`config.mk`:
```
export PLATFORM = sky130hd
export DESIGN_NAME = aftp_div_cell
export DESIGN_NICKNAME = d
export VERILOG_FILES = /design/src/aftp_pkg.sv /design/src/aftp_div_cell.sv
export SDC_FILE = /design/constraint.sdc
export NUM_CORES = 1
export LEC_CHECK = 0
export BUFFER_PORTS_ARGS = -buffer_cell sky130_fd_sc_hd__buf_2
export CORE_MARGIN = 3
export CORE_UTILIZATION = 40
export DETAILED_ROUTE_END_ITERATION = 12
export GPL_ROUTABILITY_DRIVEN = 0
export PLACE_DENSITY_LB_ADDON = 0.25
export SETUP_SLACK_MARGIN = 0.02
export SLEW_MARGIN = 20
export SYNTH_ARGS = -nofsm -noshare
export SYNTH_HDL_FRONTEND = slang
export SYNTH_SLANG_ARGS = --single-unit
export TNS_END_PERCENT = 100
```
`constraint.sdc`:
```
create_clock -name clock -period 4.25 [get_ports clock]
set_input_delay 0.2125 -clock clock [delete_from_list [all_inputs] [get_ports clock]]
set_output_delay 0.2125 -clock clock [all_outputs]
set_load 0.005 [all_outputs]
```
`src/aftp_pkg.sv`:
```
// ---------------------------------------------------------------------------
// aftp_pkg
// Shared constants and types for the three-point affine solver.
// ---------------------------------------------------------------------------
package aftp_pkg;

   localparam int QW = 32;
   localparam logic [QW-1:0] SAT_MAX = 32'h7FFF_FFFF;
   localparam logic [QW-1:0] SAT_MIN = 32'h8000_0000;

   typedef struct packed {
      logic singular;
      logic neg;
      logic ovf;
   } aftp_flags_type;

endpackage

```
`src/aftp_div_cell.sv`:
```
// ---------------------------------------------------------------------------
// aftp_div_cell
// One restoring-division step: shift in a dividend bit, subtract if it fits.
// ---------------------------------------------------------------------------
module aftp_div_cell #(
   parameter int DW = 35
) (
   input  logic                           clock,
   input  logic                           adv,
   input  logic [DW-1:0]                  up_rem,
   input  logic [aftp_pkg::QW-1:0]        up_low,
   input  logic [aftp_pkg::QW-1:0]        up_quo,
   input  logic [DW-1:0]                  up_den,
   input  aftp_pkg::aftp_flags_type       up_flags,
   output logic [DW-1:0]                  dn_rem,
   output logic [aftp_pkg::QW-1:0]        dn_low,
   output logic [aftp_pkg::QW-1:0]        dn_quo,
   output logic [DW-1:0]                  dn_den,
   output aftp_pkg::aftp_flags_type       dn_flags
);
   localparam int QW = aftp_pkg::QW;

   logic [DW:0]   trial, diff;
   logic          fits;
   logic [DW-1:0] rem_ff, rem_in, den_ff;
   logic [QW-1:0] low_ff, quo_ff;
   aftp_pkg::aftp_flags_type flags_ff;

   always_comb begin
      trial  = {up_rem, up_low[QW-1]};
      diff   = trial - {1'b0, up_den};
      fits   = (trial >= {1'b0, up_den});
      rem_in = fits ? diff[DW-1:0] : trial[DW-1:0];
   end

   always_ff @(posedge clock) begin
      if (adv) begin
         rem_ff   <= rem_in;
         low_ff   <= {up_low[QW-2:0], 1'b0};
         quo_ff   <= {up_quo[QW-2:0], fits};
         den_ff   <= up_den;
         flags_ff <= up_flags;
      end
   end

   assign dn_rem   = rem_ff;
   assign dn_low   = low_ff;
   assign dn_quo   = quo_ff;
   assign dn_den   = den_ff;
   assign dn_flags = flags_ff;

endmodule

```
# == Word level (Yosys, flattened, before mapping) ==
# Index checks and enable logic that the tools add are counted.
# op_classes
magnitude_cmp,1
add_sub_neg,1
muxes,1
# op_table
operator,n
greater-or-equal comparator 36 x 35 -> 1 bit,1
2-to-1 mux 35 bit,1
subtractor 35 bit,1
# totals
inputBits,139
regBits,136

# == Depth between registers and ports, before layout ==
# depth
ltp_word,2
depth_mapped,14

# == Worst setup path after synthesis ==
# No wires, ideal clock.
# synth_timing
kind,input to register
start,input port up_den[2]
end,"register rem_ff[17], in the netlist dn_rem[17], data pin"
setup_ps,262
stages,11
slack_ps,1314
path_buffers,1
arrival_time_ps,2673
path_cell_list,inv_1 ha_1 nor2b_1 o31a_1 a21oi_2 o221ai_2 a2111oi_2 o21ai_1 a211oi_2 buf_4 mux2_1
# synth_via
elab_chain_len,2
# synth_lines
item,line_no,source
from (decl),aftp_div_cell.sv:13,"input logic [DW-1:0] up_den,"
subtractor 35 bit / greater-or-equal comparator 36 x 35 -> 1 bit (equally long branches),"aftp_div_cell.sv:31, aftp_div_cell.sv:32",
2-to-1 mux 35 bit *,aftp_div_cell.sv:33,rem_in = fits ? diff[DW-1:0] : trial[DW-1:0];
net rem_in[17],aftp_div_cell.sv:25,"logic [DW-1:0] rem_ff, rem_in, den_ff;"
to (signal assigned),aftp_div_cell.sv:38,rem_ff <= rem_in;
to (decl),aftp_div_cell.sv:25,
# The timed path passes the listed nets; every way through them passes the cells marked *.
# A chain may end at the register's enable or synchronous reset.

# == Worst setup path after layout ==
# layout_timing
start,input port up_den[2]
end,"register rem_ff[4], in the netlist dn_rem[4], data pin"
# The elaborated chain is that of the path after synthesis.

==> out/qor.yml <==
status: "completed"
hp-class: "input pin to register"
combPwrFrac: 0.186
ys_ff_latch: 136
clockRootBuffer: "clkbuf_16"
slew_headroom: 0.515
dp_hpwl_um: 13700
hold_viol: 0
drive_gt1_frac: 0.338
cp_max_fo: 35
clockPowerShare: 0.395
p_int_w: 0.00294
final_cell_mix: "272 x buf_2, 136 x edfxtp_1, 98 x dlygate4sd3_1"
fin_nets: 1103
drtIter0Drc: 268
register_area_um2: 4080
drtPass1Iterations: 5
irDropWorstVdd_v: 0.000239
area_delta_synth_final_pct: 48.1
synth_nets: 728
synthFlopType: "edfxtp_1"
cts_repair_resize_count: 0
mostFrequentLayoutCell: "buf_2"
synth_area_um2: 6650
clock_path_buffers: 2
grt_max_degree: 73
fp.coreArea_um2: 16100
io_buffer_count: 273
cts.sinks: 136
multi_input_area_um2: 2280
tightest_slew_ps: 721
holdWs_ps: 11.8
track_usage: 0.206
die_width_um: 135
synth_edf_count: 136
crit_type: "input pin to register"
rsz0062_at_grt: "no"
period_needed_ps: 3660
fin_setup_tns_ps: 0
timing.final.ws_setup_ps: 594
ios: 276
num_rows: 46
antenna_left: 0
synth.distinct_cells: 56
final_core_util: 0.614
routed_wl_um: 19100
grt_pass1_wl_um: 29500
maxSlewViolCount: 0
cp-start-kind: "input pin"
fmax_mhz: 274
die_y_um: 135
post-place-cells: 1027
clkTransAtPathRegs_ps: 60
syn_inst: 553
die_area_um2: 18200
drcViolationCount: 0
leakage_nw: 4.34
final_cell_count_no_fill: 1158
maxCapViolCount: 0
setup_viol: 0
fin_crit_sh: 0.860
vias: 5697
synth.avg_cell_area_um2: 12.0
grt_overflow: 0
pwr-share-seq: 0.419
p_per_area_nw_per_um2: 404
place_ws_ps: 679
cts_buffers: 17
ys_warn_count: 0
initial_utilization: 0.414
required_ps: 4420
yosysSeqAreaShare: 0.614
tritoncts: "built"
grt_pass1_vias: 5742
p_switching_w: 0.00105
htreeDepth: 4
via_per_inst: 4.92
worstPathArrival_ps: 3820
p_sw_frac: 0.263
drt-wirelength-per-cell_um: 16.5
crit_path_end_kind: "register"
async_reset_ff_frac: 0
antenna_found_initial: 1
fill_cells: 1285
-- area by class of cell --
type | instances | area share
antenna | 1 | 0.000254
clock buffer | 18 | 0.0436
clock inverter | 14 | 0.0192
inverter | 47 | 0.0179
multi-input combinational | 348 | 0.232
sequential | 136 | 0.414
tap | 216 | 0.0274
timing repair buffer | 378 | 0.245
-- path summary, 6_finish.rpt --
kind                       start         end  slack, ps  cells past startpoint
worst max-delay path   up_den[2]   dn_rem[4]        590                     14
worst min-delay path  up_den[20]  dn_den[20]         10                      1
-- metal layers --
layer / vias up / track usage / share of wire / wire (um)
li1: 2793 / - / - / -
met5: - / 0 / 0 / 0
met4: 0 / 0.0733 / 0.019 / 354
met2: 227 / 0.367 / 0.51 / 9780
met1: 2652 / 0.236 / 0.39 / 7470
met3: 25 / 0.0600 / 0.076 / 1460
-- what timing repair did --
item	4_1_cts	5_1_grt
endpoints found under the hold margin	98	0
hold buffers	98	0
setup buffers	0	0
-- flip-flops by register name, indices dropped and copies added (netlist names) --
| name | cells |
|---|---|
| dn_den | 35 |
| dn_rem | 35 |
| dn_quo | 32 |
| dn_low | 31 |
| dn_flags | 3 |
-- power by group through the flow --
stage          combinational (W)  clock, W  sequential, W
2_1_floorplan           0.000330         0        0.00172
3_3_place_gp            0.000656         0        0.00169
3_5_place_dp            0.000669         0        0.00170
4_1_cts                 0.000745   0.00160        0.00167
5_1_grt                 0.000825   0.00166        0.00168
6_report                0.000742   0.00157        0.00167
-- worst max-delay path: stages --
cell and delay, ps:
dlygate4sd3_1 520, buf_2 110, inv_1 40, ha_1 320, nor2b_1 170, o31a_1 300
a21oi_2 280, o221ai_2 170, a2111oi_2 460, o21ai_1 180, a211oi_4 570, buf_12 260
a211oi_1 70, a21o_1 160
-- kinds of logic (layout without fill, tap and decap cells) --
group / Yosys count / count (layout) / synth area share
mux: 3 / 3 / 0.00470
simple gates: 133 / 133 / 0.0927
xor+xnor: 26 / 26 / 0.0342
fa+ha+maj: 36 / 36 / 0.0688
buf+inv: 69 / 457 / 0.0442
flops: 136 / 136 / 0.614
compound gates: 149 / 149 / 0.141
other cells: 1 / 2 / 0.000564
-- synth_stat cells (all sizes together), types with 6 or more instances --
master  count  share of area
nand2      61          0.034
nor2b       8         0.0075
edfxtp    136           0.61
ha         35          0.066
nand3       8         0.0060
buf         9          0.010
and3        7         0.0066
a21o       13          0.015
o21a        7         0.0079
o21ai      47          0.035
a31oi       6         0.0056
nand4       6         0.0056
clkbuf     13         0.0073
xnor2      17          0.022
nor3        6         0.0045
nor2       21          0.012
a21oi      40          0.031
xor2        9          0.012
inv        47          0.027
-- per-stage QoR --
step / power [W] / instance area (um2)
5_1_grt: 0.00417 / 9850
2_1_floorplan: 0.00205 / 6650
6_report: 0.00398 / 9850
3_5_place_dp: 0.00237 / 8250
3_3_place_gp: 0.00235 / 8250
4_1_cts: 0.00401 / 9850
Power figures use the tool's default switching activity.
